File: config.mk
export PLATFORM = sky130hd
export DESIGN_NAME = tfdr_front
export DESIGN_NICKNAME = d
export VERILOG_FILES = /design/src/hw/rtl/tfdr_pkg.sv /design/src/hw/rtl/tfdr_front.sv
export SDC_FILE = /design/constraint.sdc
export NUM_CORES = 2
export LEC_CHECK = 0
export BUFFER_PORTS_ARGS = -buffer_cell sky130_fd_sc_hd__buf_2
export CORE_ASPECT_RATIO = 1.25
export CORE_MARGIN = 4
export CORE_UTILIZATION = 30
export CTS_CLUSTER_DIAMETER = 120
export DETAILED_ROUTE_END_ITERATION = 10
export SLEW_MARGIN = 25
export SYNTH_ARGS = -nofsm -noshare
export SYNTH_HDL_FRONTEND = slang
export SYNTH_SLANG_ARGS = --single-unit
File: constraint.sdc
create_clock -name aclk -period 9.52 [get_ports aclk]
set_input_delay 1.904 -clock aclk [delete_from_list [all_inputs] [get_ports aclk]]
set_output_delay 1.904 -clock aclk [all_outputs]
set_load 0.02 [all_outputs]
File: src/hw/rtl/tfdr_pkg.sv
// shared types and constants for the triangle face direction reducer
package tfdr_pkg;
    localparam int COORD_BITS_DEF = 24;
    localparam int DIR_BITS       = 51;
    localparam int WORK_BITS      = 64;
    localparam int QUEUE_DEPTH    = 2;

    typedef enum logic [2:0] {
        BK_IDLE,
        BK_GCD,
        BK_DIV,
        BK_OUT
    } back_state_t;

    typedef struct packed {
        logic signed [WORK_BITS-1:0] d_x;
        logic signed [WORK_BITS-1:0] d_y;
        logic signed [WORK_BITS-1:0] d_z;
    } cross_t;
endpackage

File: src/hw/rtl/tfdr_front.sv
// front stage: edge vectors and cross product, one component per multiply step
module tfdr_front #(
    parameter int COORD_BITS = tfdr_pkg::COORD_BITS_DEF
) (
    input  logic                       aclk,
    input  logic                       aresetn,
    input  logic                       in_valid,
    output logic                       in_ready,
    input  logic [9*COORD_BITS-1:0]    in_data,
    output logic                       out_valid,
    input  logic                       out_ready,
    output tfdr_pkg::cross_t           out_cross
);
    localparam int W  = tfdr_pkg::WORK_BITS;
    localparam int EB = COORD_BITS + 1;

    logic                    busy_reg, busy_next;
    logic [2:0]              step_reg, step_next;
    logic signed [EB-1:0]    ux_reg, uy_reg, uz_reg, vx_reg, vy_reg, vz_reg;
    logic signed [W-1:0]     p_reg, q_reg;
    tfdr_pkg::cross_t        res_reg;
    logic                    done_reg, done_next;

    logic signed [COORD_BITS-1:0] ax, ay, az, bx, by, bz, cx, cy, cz;
    assign ax = in_data[0*COORD_BITS +: COORD_BITS];
    assign ay = in_data[1*COORD_BITS +: COORD_BITS];
    assign az = in_data[2*COORD_BITS +: COORD_BITS];
    assign bx = in_data[3*COORD_BITS +: COORD_BITS];
    assign by = in_data[4*COORD_BITS +: COORD_BITS];
    assign bz = in_data[5*COORD_BITS +: COORD_BITS];
    assign cx = in_data[6*COORD_BITS +: COORD_BITS];
    assign cy = in_data[7*COORD_BITS +: COORD_BITS];
    assign cz = in_data[8*COORD_BITS +: COORD_BITS];

    // one pair of products per step
    logic signed [EB-1:0] m1a, m1b, m2a, m2b;
    always_comb begin
        case (step_reg)
            3'd0: begin
                m1a = uy_reg; m1b = vz_reg; m2a = uz_reg; m2b = vy_reg;
            end
            3'd1: begin
                m1a = uz_reg; m1b = vx_reg; m2a = ux_reg; m2b = vz_reg;
            end
            default: begin
                m1a = ux_reg; m1b = vy_reg; m2a = uy_reg; m2b = vx_reg;
            end
        endcase
    end

    logic signed [2*EB-1:0] prod1, prod2;
    assign prod1 = m1a * m1b;
    assign prod2 = m2a * m2b;

    assign in_ready  = !busy_reg && !done_reg;
    assign out_valid = done_reg;
    assign out_cross = res_reg;

    always_comb begin
        busy_next = busy_reg;
        step_next = step_reg;
        done_next = done_reg;
        if (in_valid && in_ready) begin
            busy_next = 1'b1;
            step_next = 3'd0;
        end else if (busy_reg) begin
            step_next = step_reg + 3'd1;
            if (step_reg == 3'd3) begin
                busy_next = 1'b0;
                done_next = 1'b1;
            end
        end else if (done_reg && out_ready) begin
            done_next = 1'b0;
        end
    end

    always_ff @(posedge aclk) begin
        if (!aresetn) begin
            busy_reg <= 1'b0;
            step_reg <= 3'd0;
            done_reg <= 1'b0;
        end else begin
            busy_reg <= busy_next;
            step_reg <= step_next;
            done_reg <= done_next;
        end
    end

    always_ff @(posedge aclk) begin
        if (in_valid && in_ready) begin
            ux_reg <= EB'(cx) - EB'(ax);
            uy_reg <= EB'(cy) - EB'(ay);
            uz_reg <= EB'(cz) - EB'(az);
            vx_reg <= EB'(bx) - EB'(ax);
            vy_reg <= EB'(by) - EB'(ay);
            vz_reg <= EB'(bz) - EB'(az);
        end
        if (busy_reg) begin
            p_reg <= W'(prod1);
            q_reg <= W'(prod2);
            case (step_reg)
                3'd1:    res_reg.d_x <= p_reg - q_reg;
                3'd2:    res_reg.d_y <= p_reg - q_reg;
                3'd3:    res_reg.d_z <= p_reg - q_reg;
                default: ;
            endcase
        end
    end
endmodule

==> key figures <==
Run status
  – Outcome: finished clean

Placement
  – PortBufs: 413
  – Routability-driven placement congestion ratio: 1.02
  – Post-DP HPWL: 211 mm

Synthesis
  – Area fraction in compound gates after synthesis: 8.93%
  – Yosys top cell by area: fa_1
  – Most common cell in the netlist: inv_1
  – Seq cells post-synth: 408
  – Synth cell count leaders: inv_1, fa_1, nor2_1, nand2_1, ha_1
  – Syn_nets: 9021
  – Adder-cell area share of the yosys netlist: 47.8%
  – Ys async rst share: 0%
  – Post-synthesis sequential area ratio: 17.9%
  – Combinational family with the most area after synthesis: adder cells
  – Post-synthesis simple-gate area fraction: 11.8%
  – Yosys top cell area share: 38.9%
  – Yosys cell types: 79
  – Yosys warning count: 0
  – Xor/xnor share of the synthesized area: 3.49%
  – Main flop type after synthesis: edfxtp_1
  – Number of synthesized flops with an enable pin: 403
  – Gate Count Post-Synth: 6997
  – Average size of a mapped cell: 9.72 um^2
  – Largest cells by area after synthesis: fa_1, edfxtp_1, ha_1, inv_1, nor2_1
  – Mux cell area share after synthesis: 0.0607%
  – Mapped cell area: 0.0680 mm^2

Timing
  – Finish-stage setup viols: 0
  – Rel. slew slack: 28.6%
  – Fin. Hold Viols: 0
  – Max-slew violation count: 0
  – Final period utilization: 97.2%
  – Worst slew pin tran: 1.07 ns
  – Unrepaired setup endpoints after global routing: false
  – Max Clk Rate: 108 MHz
  – Min Tclk post-route: 9.26 ns
  – Setup Skew: 0.0433 ns
  – Final Hold Slack: 0.545 ns

Run
  – MaxCap Viol Count: 0

Global route
  – Largest net degree at the start of global routing: 83
  – Vias in the first global route: 55900
  – GRT Util Overall: 21.1%
  – Initial antenna violation count: 13
  – Total congestion overflow: 0
  – First-pass GRT wire length: 364 mm

Drt
  – Antenna Nets Post-Route: 0
  – Top Layer Used: met5
  – Routed vias/inst: 4.96
  – DRT iter0 DRCs: 4086
  – Met2 wire length: 114 mm
  – Vias: 52300
  – Routed Wire Length: 247 mm
  – Avg WL per Cell: 23.4 um
  – Met3 routed wirelength: 16.8 mm
  – 1st-pass router iterations: 6
  – DRC Markers: 0
  – Met1 WL: 92.9 mm

Finish
  – Layout area overhead: 14.1%
  – Fraction of final layout cells sized beyond drive strength 1: 12.4%
  – Filler cell count: 22900
  – Final net count: 9567
  – Max reg flops: 153

Worst hold path
  – Worst Hold Depth: 2
  – Hold Path End: out_valid
  – Hold crit path type: reg -> reg
  – Hold_sp: out_valid

Setup path
  – Critical path type: reg -> reg
  – Slowest stage cell, crit path: a221oi_1
  – RR Endpoint: q_reg[47]
  – RR Startpoint: step_reg[1]
  – R2R cell count: 35
  – CP Data Arrival Time: 9.68 ns
  – Crit Path Max Fanout: 26
  – Reg2Reg Setup Slack: 0.26 ns
  – Worst Path Required: 9.95 ns
  – Crit path capture type: register
  – Crit path launch type: register
  – Slowest Stage Delay on Critical Path: 0.64 ns

Clocking
  – Worst-Skew Late Latency: 0.69 ns
  – Setup Buffers After CTS: 0
  – Clock Path Buffers: 3
  – Clk slew on worst S/H paths: 0.07 ns
  – CTS root buf: clkbuf_16
  – TritonCTS clock tree: done
  – CTS sink count: 408
  – TritonCTS Buffers: 49
  – Max H-tree Level: 2

Die
  – Die Footprint: 0.234 mm^2
  – Die Width: 434 um
  – # rows: 195
  – I/O Pins: 414
  – Chip Height: 540 um
  – Initial Util: 30.1%
  – Core footprint: 0.226 mm^2
==> layout make-up <==
| type | count | area (um^2) | share of cell area [%] |
|---|---|---|---|
| inverters | 1484 | 5580 | 7.18 |
| flip-flops and latches | 408 | 12200 | 15.7 |
| repair buffers | 781 | 5220 | 6.72 |
| diodes | 6 | 15.0 | 0.0193 |
| well taps | 2955 | 3700 | 4.76 |
| clock buffers | 54 | 1270 | 1.63 |
| clock inverters | 36 | 412 | 0.530 |
| multi-input cells | 4819 | 49200 | 63.4 |
==> routing by layer <==
layer | GRT usage (%) | up-vias
met1 | 25.2 | 26600
li1 | - | 23000
met3 | 3.05 | 612
met5 | 0 | -
met4 | 15.1 | 4
met2 | 34.6 | 2184
==> cell families after synthesis <==
group	Yosys count
XOR/XNOR	271
flip-flops	408
AND/OR/NAND/NOR	1882
multiplexers	4
adder cells (fa/ha/maj)	1804
AO/OA/AOI/OAI	858
buffers and inverters	1770
==> what timing repair did <==
action	4_1_cts	5_1_grt
setup endpoints to repair	2	8
hold buffers	0	0
resized for setup	1	5
==> critical path: cells and delay by family (launching register included) <==
kind,cells,cell delay (ns)
DFF,1,0.34
xor gates and xnor gates,1,0.13
and+or+nand+nor,9,1.81
adders and majority gates,9,3.83
AOI/OAI and AO/OA,5,1.66
buffers and inverters,11,1.23
==> worst max path at each step <==
stage,start,end,slack (ns),cells past startpoint
final,step_reg[1],q_reg[47],0.26,35
after global routing,step_reg[1],q_reg[26],0.02,33
after CTS,step_reg[0],q_reg[47],0.15,34
after detailed placement,step_reg[0],q_reg[47],-0.05,35
after global placement,step_reg[0],q_reg[48],-0.01,32
after floorplan,step_reg[0],p_reg[49],0.71,33
==> cells in the final DEF, fill, tap and decap left out, types with 12 or more instances in the layout <==
cell type	n
o21a_1	51
a31oi_1	21
xor2_1	66
o21ai_0	108
nand3_1	41
o21bai_1	25
a21o_1	99
a21oi_1	212
xnor2_1	205
a211oi_1	15
buf_4	337
a22o_1	21
or2_2	17
ha_1	481
buf_12	31
and3_1	27
or3_1	24
clkbuf_16	50
nor3_1	44
nor2b_1	45
edfxtp_1	403
inv_1	1481
o211ai_1	13
nand4_1	14
nor2_1	780
and2_1	105
a221oi_1	69
fa_1	1323
a221o_1	79
nand2b_1	58
a221oi_2	12
nand2_1	692
buf_2	413
==> stage by stage <==
step	setup WS [ns]	utilization, %	TNS [ns]	area (um^2)	instances
final	0.263	34.4	0	77600	10500
after global routing	0.0202	34.4	0	77600	10500
after CTS	0.154	34.4	0	77500	10500
after detailed placement	-0.0450	33.6	-0.0743	75900	10400
after global placement	-0.0103	33.6	-0.0167	75800	10400
after floorplan	0.714	-	0	68000	6997
Power is not shown: default switching activity piles up to over one toggle a cycle in this logic, so the estimate is an artifact.
