`src/hw/rtl/tfdr_pkg.sv`:
```
// shared types and constants for the triangle face direction reducer
package tfdr_pkg;
    localparam int COORD_BITS_DEF = 24;
    localparam int DIR_BITS       = 51;
    localparam int WORK_BITS      = 64;
    localparam int QUEUE_DEPTH    = 2;

    typedef enum logic [2:0] {
        BK_IDLE,
        BK_GCD,
        BK_DIV,
        BK_OUT
    } back_state_t;

    typedef struct packed {
        logic signed [WORK_BITS-1:0] d_x;
        logic signed [WORK_BITS-1:0] d_y;
        logic signed [WORK_BITS-1:0] d_z;
    } cross_t;
endpackage

```
`src/hw/rtl/tfdr_back.sv`:
```
// back stage: binary gcd of magnitudes, then restoring divisions when the gcd exceeds one
module tfdr_back (
    input  logic                                 aclk,
    input  logic                                 aresetn,
    input  logic                                 in_valid,
    output logic                                 in_ready,
    input  tfdr_pkg::cross_t                     in_cross,
    output logic                                 out_valid,
    input  logic                                 out_ready,
    output logic [3*tfdr_pkg::DIR_BITS-1:0]      out_dir,
    output logic                                 out_degenerate
);
    localparam int W  = tfdr_pkg::WORK_BITS;
    localparam int DB = tfdr_pkg::DIR_BITS;
    localparam int SB = $clog2(W) + 1;
    localparam int CB = $clog2(W);

    tfdr_pkg::back_state_t state_reg, state_next;

    logic [W-1:0]  mag_reg [3];
    logic [2:0]    neg_reg;
    logic [W-1:0]  ga_reg, gb_reg;
    logic [SB-1:0] sh_reg;
    logic [1:0]    gidx_reg;
    logic [W-1:0]  div_reg;
    logic [1:0]    didx_reg;
    logic [CB-1:0] bit_reg;
    logic [W-1:0]  rem_reg, quo_reg;
    logic [W-1:0]  res_reg [3];
    logic          deg_reg;
    logic          gcd_done, div_last;

    // gcd step: binary algorithm on ga/gb; gb==0 means current gcd is ga shifted left by sh
    logic [W-1:0] ga_n, gb_n;
    logic [SB-1:0] sh_n;
    logic          gstep_done;
    always_comb begin
        ga_n = ga_reg;
        gb_n = gb_reg;
        sh_n = sh_reg;
        gstep_done = 1'b0;
        if (gb_reg == '0) begin
            gstep_done = 1'b1;
        end else if (ga_reg == '0) begin
            ga_n = gb_reg;
            gb_n = '0;
        end else if (!ga_reg[0] && !gb_reg[0]) begin
            ga_n = ga_reg >> 1;
            gb_n = gb_reg >> 1;
            sh_n = sh_reg + 1'b1;
        end else if (!ga_reg[0]) begin
            ga_n = ga_reg >> 1;
        end else if (!gb_reg[0]) begin
            gb_n = gb_reg >> 1;
        end else if (ga_reg >= gb_reg) begin
            ga_n = (ga_reg - gb_reg) >> 1;
        end else begin
            gb_n = (gb_reg - ga_reg) >> 1;
        end
    end

    logic [W-1:0] gfull;
    assign gfull    = ga_reg << sh_reg;
    assign gcd_done = gstep_done && (gidx_reg == 2'd2);

    logic [W:0] trial;
    assign trial    = {rem_reg, quo_reg[W-1]} - {1'b0, div_reg};
    assign div_last = (bit_reg == CB'(W-1)) && (didx_reg == 2'd2);

    always_comb begin
        state_next = state_reg;
        case (state_reg)
            tfdr_pkg::BK_IDLE: if (in_valid) state_next = tfdr_pkg::BK_GCD;
            tfdr_pkg::BK_GCD: begin
                if (gcd_done) begin
                    state_next = (gfull > W'(1)) ? tfdr_pkg::BK_DIV : tfdr_pkg::BK_OUT;
                end
            end
            tfdr_pkg::BK_DIV: if (div_last) state_next = tfdr_pkg::BK_OUT;
            tfdr_pkg::BK_OUT: if (out_ready) state_next = tfdr_pkg::BK_IDLE;
            default: state_next = tfdr_pkg::BK_IDLE;
        endcase
    end

    always_comb begin
        in_ready  = state_reg == tfdr_pkg::BK_IDLE;
        out_valid = state_reg == tfdr_pkg::BK_OUT;
    end

    always_ff @(posedge aclk) begin
        if (!aresetn) state_reg <= tfdr_pkg::BK_IDLE;
        else          state_reg <= state_next;
    end

    logic [W-1:0] sx, sy, sz;
    assign sx = neg_reg[0] ? -res_reg[0] : res_reg[0];
    assign sy = neg_reg[1] ? -res_reg[1] : res_reg[1];
    assign sz = neg_reg[2] ? -res_reg[2] : res_reg[2];
    assign out_dir = {sz[DB-1:0], sy[DB-1:0], sx[DB-1:0]};
    assign out_degenerate = deg_reg;

    always_ff @(posedge aclk) begin
        case (state_reg)
            tfdr_pkg::BK_IDLE: begin
                if (in_valid) begin
                    neg_reg   <= {in_cross.d_z[W-1], in_cross.d_y[W-1], in_cross.d_x[W-1]};
                    mag_reg[0] <= in_cross.d_x[W-1] ? -in_cross.d_x : in_cross.d_x;
                    mag_reg[1] <= in_cross.d_y[W-1] ? -in_cross.d_y : in_cross.d_y;
                    mag_reg[2] <= in_cross.d_z[W-1] ? -in_cross.d_z : in_cross.d_z;
                    ga_reg    <= in_cross.d_x[W-1] ? -in_cross.d_x : in_cross.d_x;
                    gb_reg    <= in_cross.d_y[W-1] ? -in_cross.d_y : in_cross.d_y;
                    sh_reg    <= '0;
                    gidx_reg  <= 2'd1;
                end
            end
            tfdr_pkg::BK_GCD: begin
                if (gstep_done) begin
                    if (gidx_reg == 2'd1) begin
                        // fold in the third component
                        ga_reg   <= gfull;
                        gb_reg   <= mag_reg[2];
                        sh_reg   <= '0;
                        gidx_reg <= 2'd2;
                    end else begin
                        div_reg    <= gfull;
                        deg_reg    <= gfull == '0;
                        res_reg[0] <= mag_reg[0];
                        res_reg[1] <= mag_reg[1];
                        res_reg[2] <= mag_reg[2];
                        didx_reg   <= 2'd0;
                        bit_reg    <= '0;
                        rem_reg    <= '0;
                        quo_reg    <= mag_reg[0];
                    end
                end else begin
                    ga_reg <= ga_n;
                    gb_reg <= gb_n;
                    sh_reg <= sh_n;
                end
            end
            tfdr_pkg::BK_DIV: begin
                // one quotient bit per cycle, shifted into quo_reg
                if (bit_reg == CB'(W-1)) begin
                    res_reg[didx_reg] <= {quo_reg[W-2:0], !trial[W]};
                    bit_reg  <= '0;
                    rem_reg  <= '0;
                    if (didx_reg != 2'd2) begin
                        didx_reg <= didx_reg + 1'b1;
                        quo_reg  <= mag_reg[didx_reg + 1'b1];
                    end else begin
                        quo_reg  <= {quo_reg[W-2:0], !trial[W]};
                    end
                end else begin
                    bit_reg <= bit_reg + 1'b1;
                    rem_reg <= trial[W] ? {rem_reg[W-2:0], quo_reg[W-1]} : trial[W-1:0];
                    quo_reg <= {quo_reg[W-2:0], !trial[W]};
                end
            end
            default: ;
        endcase
    end
endmodule

```
`config.mk`:
```
export PLATFORM = sky130hd
export DESIGN_NAME = tfdr_back
export DESIGN_NICKNAME = d
export VERILOG_FILES = /design/src/hw/rtl/tfdr_pkg.sv /design/src/hw/rtl/tfdr_back.sv
export SDC_FILE = /design/constraint.sdc
export NUM_CORES = 2
export LEC_CHECK = 0
export ABC_AREA = 1
export BUFFER_PORTS_ARGS = -buffer_cell sky130_fd_sc_hd__buf_2
export CORE_UTILIZATION = 68
export DETAILED_ROUTE_END_ITERATION = 6
export GPL_ROUTABILITY_DRIVEN = 1
export PLACE_DENSITY = 0.94
export SYNTH_ARGS = -nofsm -noshare
export SYNTH_HDL_FRONTEND = slang
export SYNTH_SLANG_ARGS = --single-unit
```
`constraint.sdc`:
```
create_clock -name aclk -period 18.5 [get_ports aclk]
set_clock_uncertainty 0.1 [all_clocks]
set_input_delay 0 -clock aclk [delete_from_list [all_inputs] [get_ports aclk]]
set_output_delay 0 -clock aclk [all_outputs]
set_load 0.02 [all_outputs]
```
==> results of run 1 <==
-- metal layers --
metal,overflow,GRT usage
met4,143,0.728
met1,49,0.768
met5,6,0.520
met3,74,0.717
met2,202,0.878
-- kinds of logic after synthesis --
family / synth area share
AO/OA/AOI/OAI: 0.168
XOR/XNOR: 0.0765
adder cells (fa/ha/maj): 0.0469
buffers and inverters: 0.0844
flip-flops: 0.363
AND/OR/NAND/NOR: 0.261
-- per-stage QoR --
step / hold slack (ns) / worst slack (ns) / instance area (sq um) / std cells
after detailed placement: 0.119 / 13.84 / 59000 / 8877
after floorplan: -0.00113 / 6.95 / 56800 / 7741
after CTS: 0.0109 / 13.82 / 64100 / 9280
after global placement: 0.113 / 13.97 / 59000 / 8877
-- what timing repair did --
action / CTS
endpoints found under the hold margin: 257
gates resized for setup: 0
hold buffers: 266
==> impl_metrics.ini, run 1 <==
[run_status]
outcome = aborted with a tool error
failed_stage = 5_1_grt
tool.error = [ERROR GRT-0116] Global routing finished with congestion. Check the congestion regions in the DRC Viewer.

[synthesis]
syn_area_sq_um = 56800
synth_top_area_frac = 0.363
synth_edf_count = 686
yosysTopAreaCell = edfxtp_1
async_flop_share = 0
yosys-top-cells-area = edfxtp_1 36%, nand2_1 10%, nor2_1 6.5%
ys_types = 71
syn_inst = 7741
synth.ff_latch_count = 688
ys.flop_type = edfxtp_1
ys_warn_count = 0
syn_avg_cell_area_sq_um = 7.34
yosysSeqAreaShare = 0.363
synth_common_cells = 1,574 x nand2_1, 978 x nor2_1, 860 x inv_1
syn_nets = 8148
yosysMostFrequentCell = nand2_1

[die]
fp.dieW_um = 291
start_util = 0.690
die-height_um = 291
io_pins = 352
row_count = 105

[placed_design]
dpl.hpwl_mm = 193
place.gp.congestion = 1.48
io_buffers = 351

[clocking]
cts_num_sinks = 688
numCtsBuffers = 75
clockBufferDepth = 3
cts_root_buffer = clkbuf_16
cts_max_level = 3
cts_setup_buffers = 0

[global_route]
gr-total-overflow = 474
grt_pass1_wl_mm = 491
grt_max_degree = 118
grt_pass1_vias = 73100
track_usage = 0.776
==> run 2, diff against run 1 <==
- CORE_UTILIZATION: 68 -> 40
- PLACE_DENSITY: 0.94 -> not set
- PLACE_DENSITY_LB_ADDON: not set -> 0.15
==> impl_metrics.ini, run 2 <==
[run_status]
outcome = finished, final reports clean

[global_route]
grt_antenna_before_repair = 40
grt_pass1_vias = 56400
track_usage = 0.430
gr-total-overflow = 0
grt_max_degree = 96
grt_pass1_wl_mm = 433

[finish]
syn_to_final_growth_pct = 16.4
layout_commonest_cell = nand2_1
layout.nets = 8629
largest_reg_flops = 192
fin_area_sq_um = 66100
drive_gt1_frac = 0.0842
final_cell_mix = 1,571 x nand2_1, 972 x nor2_1, 855 x inv_1

[placed_design]
place.gp.congestion = 1.14
dpl.hpwl_mm = 256
placed_cell_area_sq_um = 60200
io_buffers = 351

[detailed_routing]
drc = 0
drt_iter0_drc = 10400
finalWirelength_mm = 318
ant_nets = 0
post_drt_wl_per_cell_um = 31.2
vias_per_cell = 6.13
vias = 62500
drtPass1Iterations = 7

[critical_path]
arrival_ns = 5.92
r2r_cells = 17
crit_required_ns = 18.98
startpoint_type = flop
path_class = reg -> reg
critPathMaxFanout = 67
cp-end-kind = flop

[die]
dieArea_sq_um = 144000
die-height_um = 379
fp.dieW_um = 379
start_util = 0.405
fp.coreArea_sq_um = 140000
row_count = 137
io_pins = 352

[timing]
slew_viol_final = 0
rsz0062_at_grt = false
finalHoldViolCount = 0
setup_viol_count_final = 0
fmax_mhz = 184
period_minus_slack_ns = 5.44
slew_headroom = 0.102
tightest_slew_ns = 1.35
hold-worst-slack_ns = 0.0267
tns_ns = 0
period_share = 0.294

[clocking]
cts_max_level = 3
cts_num_sinks = 688
cts_root_buffer = clkbuf_16
clockBufferDepth = 3
clkTransAtPathRegs_ns = 0.06
cts_tree = done
clock_latency_ns = 0.74
numCtsBuffers = 87

[synthesis]
ys_warn_count = 0
synth_common_cells = 1,574 x nand2_1, 978 x nor2_1, 860 x inv_1
synth_top_area_frac = 0.363
yosys-top-cells-area = edfxtp_1 36%, nand2_1 10%, nor2_1 6.5%
yosysTopAreaCell = edfxtp_1
syn_nets = 8148
synth.ff_latch_count = 688
syn_area_sq_um = 56800
syn_inst = 7741
synth_edf_count = 686
syn_avg_cell_area_sq_um = 7.34
async_flop_share = 0
ys_types = 71
ys.flop_type = edfxtp_1
yosysMostFrequentCell = nand2_1
yosysSeqAreaShare = 0.363

[job]
maxCapViolCount = 0

[power]
leakage_nw = 27.5
irDropWorstVdd_v = 0.000102
power_mw = 10.9
powerDensity_nw_per_um2 = 164

[hold_path]
min_path_cells = 4
min_path_type = in -> reg
==> run 2: cell counts after synthesis <==
Identical to the previous run, type by type.
==> run 2: cells by family (layout without fill, tap and decap cells) <==
group | after synthesis | count (layout) | share of synthesized area
compound gates | 1633 | 1633 | 0.168
xor+xnor | 496 | 496 | 0.0765
fa+ha+maj | 211 | 211 | 0.0469
buf+inv | 1222 | 1771 | 0.0844
flops | 688 | 688 | 0.363
other cells | 0 | 24 | 0
simple gates | 3491 | 3491 | 0.261
==> run 2: final cells by class <==
type | instances | area (sq um)
clock buffers | 103 | 2260
well taps | 1876 | 2350
fillers | 14400 | 74100
flip-flops and latches | 688 | 20600
multi-input cells | 5831 | 31600
repair buffers | 730 | 5380
diodes | 24 | 60.1
inverters | 884 | 3330
clock inverters | 54 | 548
==> run 2: final timing paths <==
kind / slack, ns / start / to
worst min-delay path: 0.03 / aresetn / state_reg[1]$_SDFFE_PN0P_
worst min register to register: 0.45 / mag_reg[0][61]$_DFFE_PP_ / quo_reg[61]$_DFFE_PP_
worst max-delay path: 13.06 / sh_reg[0]$_SDFFCE_PP0P_ / state_reg[0]$_SDFFE_PN0P_
worst max register to register: 13.06 / sh_reg[0]$_SDFFCE_PP0P_ / state_reg[0]$_SDFFE_PN0P_
==> run 2: power by group <==
group / switching [mW] / total, mW / internal, mW / leakage (nW)
registers: 0.405 / 2.64 / 2.23 / 6.42
clock network: 0.762 / 1.74 / 0.976 / 1.35
logic: 4.90 / 6.50 / 1.60 / 19.7
==> run 2: per-layer routing <==
metal | wire length [um] | share of wire | global-route usage
met4 | 21800 | 0.069 | 0.253
met3 | 41600 | 0.13 | 0.132
met2 | 123000 | 0.39 | 0.576
met5 | 39 | 0.00012 | 0
met1 | 132000 | 0.41 | 0.600
==> run 2: worst max-delay path, stage by stage (launching register included) <==
cell	delay [ns]
edfxtp_1	0.37
buf_4	0.75
nand2_1	0.68
nand3_1	0.29
nand3_1	0.23
nand2_1	0.25
nand2_1	0.09
nand2_1	0.11
nand3_1	0.71
nand2_1	0.27
nor2_1	0.07
nand3_1	0.17
nor3_1	0.08
nand2_1	0.27
nand2_1	0.09
nand2_1	0.07
a21oi_1	0.05
dlygate4sd3_1	0.55
==> run 2: through the flow <==
stage                     std cells  setup WS [ns]   util
final                         10200          13.06  0.472
after global routing          10200          13.09  0.471
after CTS                     10200          12.84  0.471
after detailed placement       9703          13.37  0.429
after global placement         9703          13.36  0.429
after floorplan                7741           6.95      -
==> run 2: what timing repair did <==
action	in CTS	in global routing
endpoints found under the hold margin	348	0
resized for setup	0	0
setup buffers	0	0
hold buffers	304	0
No activity file was read; power rests on OpenSTA's default activity.
