### config.mk
export PLATFORM = sky130hd
export DESIGN_NAME = tfdr_queue
export DESIGN_NICKNAME = d
export VERILOG_FILES = /design/src/hw/rtl/tfdr_pkg.sv /design/src/hw/rtl/tfdr_queue.sv
export SDC_FILE = /design/constraint.sdc
export NUM_CORES = 1
export LEC_CHECK = 0
export ABC_CLOCK_PERIOD_IN_PS = 8210
export BUFFER_PORTS_ARGS = -buffer_cell sky130_fd_sc_hd__buf_2
export CORE_AREA = 2 2 141 197
export CTS_BUF_LIST = sky130_fd_sc_hd__clkbuf_4 sky130_fd_sc_hd__clkbuf_8
export DETAILED_ROUTE_END_ITERATION = 16
export DIE_AREA = 0 0 143 199
export PLACE_DENSITY = 0.81
export SKIP_LAST_GASP = 1
export SYNTH_ARGS = -nofsm -noshare
export SYNTH_HDL_FRONTEND = slang
export SYNTH_SLANG_ARGS = --single-unit
### constraint.sdc
create_clock -name aclk -period 8.21 [get_ports aclk]
set_input_delay 2.0525 -clock aclk [delete_from_list [all_inputs] [get_ports aclk]]
set_output_delay 2.0525 -clock aclk [all_outputs]
set_load 0.02 [all_outputs]
### src/hw/rtl/tfdr_pkg.sv
// shared types and constants for the triangle face direction reducer
package tfdr_pkg;
    localparam int COORD_BITS_DEF = 24;
    localparam int DIR_BITS       = 51;
    localparam int WORK_BITS      = 64;
    localparam int QUEUE_DEPTH    = 2;

    typedef enum logic [2:0] {
        BK_IDLE,
        BK_GCD,
        BK_DIV,
        BK_OUT
    } back_state_t;

    typedef struct packed {
        logic signed [WORK_BITS-1:0] d_x;
        logic signed [WORK_BITS-1:0] d_y;
        logic signed [WORK_BITS-1:0] d_z;
    } cross_t;
endpackage

### src/hw/rtl/tfdr_queue.sv
// small fifo between front and back
module tfdr_queue (
    input  logic              aclk,
    input  logic              aresetn,
    input  logic              in_valid,
    output logic              in_ready,
    input  tfdr_pkg::cross_t  in_data,
    output logic              out_valid,
    input  logic              out_ready,
    output tfdr_pkg::cross_t  out_data
);
    localparam int D  = tfdr_pkg::QUEUE_DEPTH;
    localparam int AB = $clog2(D);

    tfdr_pkg::cross_t mem_reg [D];
    logic [AB-1:0]    wr_reg, rd_reg;
    logic [AB:0]      cnt_reg;
    logic             push, pop;

    assign in_ready  = cnt_reg != (AB+1)'(D);
    assign out_valid = cnt_reg != '0;
    assign out_data  = mem_reg[rd_reg];
    assign push = in_valid && in_ready;
    assign pop  = out_valid && out_ready;

    always_ff @(posedge aclk) begin
        if (!aresetn) begin
            wr_reg  <= '0;
            rd_reg  <= '0;
            cnt_reg <= '0;
        end else begin
            if (push) wr_reg <= (wr_reg == AB'(D-1)) ? '0 : wr_reg + 1'b1;
            if (pop)  rd_reg <= (rd_reg == AB'(D-1)) ? '0 : rd_reg + 1'b1;
            cnt_reg <= cnt_reg + (AB+1)'(push) - (AB+1)'(pop);
        end
    end

    always_ff @(posedge aclk) begin
        if (push) mem_reg[wr_reg] <= in_data;
    end
endmodule

==> results.md, run 1 <==
- Die area: 0.02846 sq mm
- Hold Crit Depth: 2
- Cts hold-fix bufs: 0
- Via density: 5.025
- Number of synthesized flops with an enable pin: ~380
- Outcome: completed
- Post-synthesis average cell area: 22.67 sq um
- Multi-input gate area: 0.002333 sq mm
- Largest net degree at the start of global routing: about 190
- H-tree Lvls: 2
- Grt ovf: 0
- Switch Pwr: between 1000 and 1500 uW
- Synthesized flop and latch total: 389
- Switching share of total power: between 20% and 30%
- I/O Pins: 390
- WL final: about 28 mm
- FP Rows: 71
- Ys Warns: 0
- Initial Util: 53.08%
- Part of the cycle the worst path needs: 54.25%
- Port bufs: between 300 and 400
- Final hold viol count: 0
- P_leak: 0.006512 uW
- Setup violations, final: 0
- RSZ-0062 raised after global routing: no
- Cell Int Power: 3631 uW
- Crit Path Class: reg -> out
- Clk root buf: clkbuf_8
- Crit path launch type: flop
- GP Congestion: between 0.7 and 0.8
- Post-Syn Area: 0.01419 sq mm
- Net count after synthesis: 823
- Share of cells above drive strength 1: around three fifths
- Post-synthesis sequential area ratio: 81.95%
- Final Skew: 24.41 ps
- Post-CTS Setup Inserts: 0
- Max-Slew Margin vs Limit: roughly 28%
- Die X: 143 um
- WL per Instance: 19.02 um
- Top cells by area, synth: edfxtp_1 81%, mux2_2 15%, buf_6 1.6%
- PnR worst setup slack: ~3800 ps
- Initial antenna violation count: 7
- Tightest Hold Check Type: reg -> reg
- Fmax: between 0.2 and 0.25 GHz
- Post-placement worst setup slack: 3795 ps
- MaxCap Viol Count: 0
- Gr usage total: 18.75%
- Clock buffer depth: 3
- Post-cts gate resize count: 0
- Sum Neg Setup Slack: 0 ps
- FF-to-FF path depth: 4
- DRC violations left: 0
- Fillers: 1831
- Clock Latency Late Sink: 590 ps
- Arr. time, crit path: 2400 ps
- Sequential power share: 48.6%
- Detailed Place HPWL: approximately 18 mm
- P per Cell Area: just under 300 mW/mm^2
- Synth area leader: edfxtp_1
- Vias in the first global route: 7693
- Mapped Cells: 626
- DR pass1 iterations: 5
- Final nets: 1251
- Core area: 0.02674 sq mm
- First-pass GRT wire length: 39.94 mm
- Req. time, crit path: around 6000 ps
- Die height: approximately 200 um
- First DRT Iteration DRCs: between 200 and 300
- Worst-Margin Slew: 1076 ps
- CTS tree: yes
- Sink Count: 389
- Largest register FFs: 384
- Predominant post-synthesis flop cell: edfxtp_1
- Layout area overhead: 23.10%
- Top-area cell type share of the netlist area: 81.24%
- Tmin final: around 4500 ps
- Worst-path maximum fanout: 192
- Clock Pin Slew Worst Setup and Hold Paths: 60 ps
- ANT nets after route: 0
- Storage element area: roughly 0.012 sq mm
- Clock Power Share: around 28%
- Post-layout util: 65.34%
- Synth cell types: 24
- Clock buffer count from CTS: 53
- Crit. End Element: output port
- Comb power frac: 23.8%
- Vias: roughly 7.4k
- Slew Limit Fails: 0
- VDD IR max: around 0.00027 V
- Ys async rst share: 0%
## critical path, cell delays in order (launching register included)
cell and delay, ps:
dfxtp_4 350, buf_12 690, mux2_2 440, buf_2 170
## metal layers
layer / routed length (um) / vias up / GRT usage [%] / part of all wire (%)
met2: 15320 / 328 / 34.59 / 55
met1: 9075 / 3588 / 18.28 / 33
li1: - / 3376 / - / -
met4: 1199 / 0 / 9.974 / 4.3
met5: 0 / - / 0 / 0
met3: 2299 / 79 / 6.163 / 8.2
## layout make-up
cell class                 count  area share [%]
sequential                   389           66.59
multi-input combinational    215           13.36
timing repair buffer         394           11.43
clock buffer                  75           5.192
tap                          365           2.614
clock inverter                21          0.6660
antenna                        7          0.1003
inverter                       1         0.05013
## power by group through the flow
stage | clock network [uW] | logic, uW | registers, uW
detailed placement | 0 | 1220 | 2510
finish | 1400 | 1210 | 2470
floorplan | 0 | 869 | 2530
CTS | 1430 | 1220 | 2470
global placement | 0 | 1210 | 2490
global route | 1510 | 1280 | 2480
## synth_stat cells (2+ instances only)
cell type / n
mux2_2: 192
a21bo_2: 2
and2_1: 3
nor2_1: 2
edfxtp_1: 384
o21ai_0: 2
buf_6: 20
dfxtp_1: 5
## cells in the final DEF (no fill, tap or decap), types with 2 or more instances in the layout
master and instances:
nor2_1 2, and2_1 3, buf_2 389, diode_2 7
edfxtp_1 384, a21bo_2 2, mux2_2 192, clkbuf_8 55
clkbuf_4 20, buf_4 4, clkinv_2 6, clkinv_1 13
o21ai_0 2, dfxtp_1 4
## cell families (layout without fill, tap and decap cells)
kind of cell             after synthesis  count (layout)  share of synthesized area, %
AND/OR/NAND/NOR                       13              13                        0.5731
AO/OA/AOI/OAI                          7               7                        0.3791
other                                  0               7                             0
buffers and inverters                 22             491                         1.648
multiplexers                         193             193                         15.30
XOR/XNOR                               1               1                       0.06172
flip-flops                           389             389                         81.95
adder cells (fa/ha/maj)                1               1                       0.08814
## stage by stage
stage | hold WS, ps | cells | cell area, sq um | total power [uW]
after floorplan | 528.5 | 626 | 14190 | 3395
after global placement | 566.4 | 1364 | 16430 | 3702
after detailed placement | 593.9 | 1364 | 16430 | 3725
after CTS | 608.1 | 1460 | 17450 | 5122
after global routing | 635.4 | 1466 | 17470 | 5270
final | 605.3 | 1467 | 17470 | 5073
## worst paths after layout
path,start,slack [ps],endpoint
worst max register to register,cnt_reg[0],5290,mem_reg[0][107]
worst min register to register,rd_reg,610,flop
worst min-delay path,rd_reg,610,flop
worst max-delay path,flop,3760,out_data[161]
Power figures use the tool's default switching activity.
==> run 2: changes to the inputs <==
--- a/config.mk
+++ b/config.mk
@@ -5,7 +5,7 @@
 export SDC_FILE = /design/constraint.sdc
 export NUM_CORES = 1
 export LEC_CHECK = 0
-export ABC_CLOCK_PERIOD_IN_PS = 8210
+export ABC_CLOCK_PERIOD_IN_PS = 4200
 export BUFFER_PORTS_ARGS = -buffer_cell sky130_fd_sc_hd__buf_2
 export CORE_AREA = 2 2 141 197
 export CTS_BUF_LIST = sky130_fd_sc_hd__clkbuf_4 sky130_fd_sc_hd__clkbuf_8
==> constraint.sdc (replaced) <==
create_clock -name aclk -period 4.2 [get_ports aclk]
set_input_delay 1.05 -clock aclk [delete_from_list [all_inputs] [get_ports aclk]]
set_output_delay 1.05 -clock aclk [all_outputs]
set_load 0.02 [all_outputs]
==> run 2 against run 1 <==
Highest routed layer is now met5. Clock power is 91% higher. Clock skew shrank 3.2 ps. Non-clock buffer count up 11. Power is 95% higher. Die area is the same. Clock-buffer cell count down 6.
==> results.md, run 2 (same netlist as run 1, synthesis figures left out) <==
- Outcome: completed (unchanged)
- DRC violations left: 0 (unchanged)
- Initial Util: 53.08% (unchanged)
- Crit. End Element: output port (unchanged)
- WL final: 28.46 mm (was 27.90 mm)
- Sink Count: 389 (unchanged)
- Clock buffer count from CTS: 53 (unchanged)
- Final hold viol count: 0 (unchanged)
- R2R Path Start: cnt_reg[0] (unchanged)
- Grt ovf: 0 (unchanged)
- PnR worst setup slack: 709.8 ps (was 3756 ps)
- Clock buffer depth: 3 (unchanged)
- CP delay by family, top: flip-flops (was buffers and inverters)
- Post-Place Cells: 1375 (was 1364)
- Tot Pwr: 9907 uW (was 5073 uW)
- Commonest non-fill, non-tap cell in the layout: buf_2 (unchanged)
- GP Congestion: 0.8228 (was 0.7622)
- Via density: 5.062 (was 5.025)
- Post-layout util: 65.74% (was 65.34%)
- Crit Path Class: reg -> out (unchanged)
- Setup violations, final: 0 (unchanged)
- Crit path launch type: flop (unchanged)
- Critical-path top delay cell: dfxtp_4 (was buf_12)
- WL per Instance: 19.31 um (was 19.02 um)
- Post-Layout Cell Count: 1474 (was 1467)
- Crit-path cells: buf_4 > mux2_2 > buf_2 (was buf_12 > mux2_2 > buf_2)
- P per Cell Area: 563.6 mW/mm^2 (was 290.4 mW/mm^2)
- Post-CTS Setup Inserts: 0 (unchanged)
- Post-cts gate resize count: 0 (unchanged)
- Fillers: 1775 (was 1831)
- Largest register FFs: 384 (unchanged)
- Initial antenna violation count: 9 (was 7)
- Flop2flop setup slack: 1980 ps (was 5290 ps)
- First DRT Iteration DRCs: 343 (was 286)
- Clock Pin Slew Worst Setup and Hold Paths: 70 ps (was 60 ps)
- CTS tree: yes (unchanged)
- FF-to-FF path depth: 3 (was 4)
- Sum Neg Setup Slack: 0 ps (unchanged)
- Tmin final: 3490 ps
- Vias in the first global route: 7801 (was 7693)
- FP Rows: 71 (unchanged)
- DR pass1 iterations: 4 (was 5)
- Worst-path maximum fanout: 48 (was 192)
- Max-Slew Margin vs Limit: 41.18% (was 28.25%)
- First-pass GRT wire length: 40.57 mm (was 39.94 mm)
- MaxCap Viol Count: 0 (unchanged)
- CP Depth: 3 (unchanged)
- Clock Latency Late Sink: 580 ps (was 590 ps)
- Slew Limit Fails: 0 (unchanged)
- Final nets: 1262 (was 1251)
- Share of cells above drive strength 1: 62.03% (was 61.74%)
- P_leak: 0.006561 uW (was 0.006512 uW)
- H-tree Lvls: 2 (unchanged)
- Core area: 0.02674 sq mm (unchanged)
- Post-placement worst setup slack: 1297 ps (was 3795 ps)
- Worst path max stage delay: 870 ps (was 690 ps)
- Worst path bufs/invs: 2 (unchanged)
- Final Skew: 21.19 ps (was 24.41 ps)
- VDD IR max: 0.0003774 V (was 0.0002727 V)
- Vias: 7461 (was 7371)
- Arr. time, crit path: 2440 ps (was 2400 ps)
- Req. time, crit path: 3150 ps (was 6160 ps)
- Part of the cycle the worst path needs: 83.10%
- Die height: 199 um (unchanged)
- Tightest Hold Check Type: reg -> reg (unchanged)
- Detailed Place HPWL: 19.41 mm (was 18.37 mm)
- ANT nets after route: 0 (unchanged)
- Largest net degree at the start of global routing: 89 (was 193)
- Critical path destination: out_data[0] (was out_data[161])
- Most frequent cells in the layout: 389 x buf_2, 384 x edfxtp_1, 192 x mux2_2 (unchanged)
- Worst R2R End: mem_reg[1][29] (was mem_reg[0][107])
- Fmax: about 0.29 GHz
- Clk root buf: clkbuf_8 (unchanged)
- Cts hold-fix bufs: 0 (unchanged)
- Worst-Margin Slew: 882.3 ps (was 1076 ps)
- Die X: 143 um (unchanged)
- I/O Pins: 390 (unchanged)
- Layout area overhead: 23.85% (was 23.10%)
- Gr usage total: 19.17% (was 18.75%)
- Port bufs: 389 (unchanged)
- RSZ-0062 raised after global routing: no (unchanged)
- Die area: 0.02846 sq mm (unchanged)
run 2: power by group:
group          switching, uW  total [uW]  internal (uW)
combinational           1390        2350            960
clock                   1290        2680           1390
sequential               154        4880           4720
run 2: layout make-up:
type                            instances  area [sq um]  share of cell area (%)
Antenna cell                            8         20.02                  0.1139
Clock buffer                           69         862.1                   4.904
Clock inverter                         22         122.6                  0.6975
Inverter                                1         7.507                 0.04270
Multi-Input combinational cell        215          2333                   13.27
Sequential cell                       389         11630                   66.18
Tap cell                              365         456.7                   2.598
Timing Repair Buffer                  405          2142                   12.19
run 2: layer usage:
layer	vias up	wire, um	global-route usage [%]
li1	3396	-	-
met1	3663	9489	19.07
met2	308	15170	34.27
met3	92	2436	6.957
met4	2	1356	10.60
met5	-	10	0
run 2: how the worst min path moves through the flow:
| stage | slack (ps) | end | from | cells past startpoint |
|---|---|---|---|---|
| after floorplan | 550 | flop | rd_reg | 2 |
| after global placement | 570 | flop | rd_reg | 2 |
| after detailed placement | 590 | flop | rd_reg | 2 |
| after CTS | 600 | mem_reg[1][182] | in_data[182] | 1 |
| after global routing | 610 | mem_reg[0][81] | in_data[81] | 1 |
| final | 600 | flop | rd_reg | 2 |
run 2: metrics by stage:
stage / area, sq um / hold WS (ps)
after floorplan: 14200 / 552.2
after global placement: 16570 / 574.2
after detailed placement: 16570 / 587.7
after CTS: 17560 / 600.7
after global routing: 17570 / 606.8
final: 17580 / 602.1
run 2: worst min-delay path: stages (launching register included):
cell	delay [ps]
dfxtp_1	330
xnor2_1	90
and2_1	150
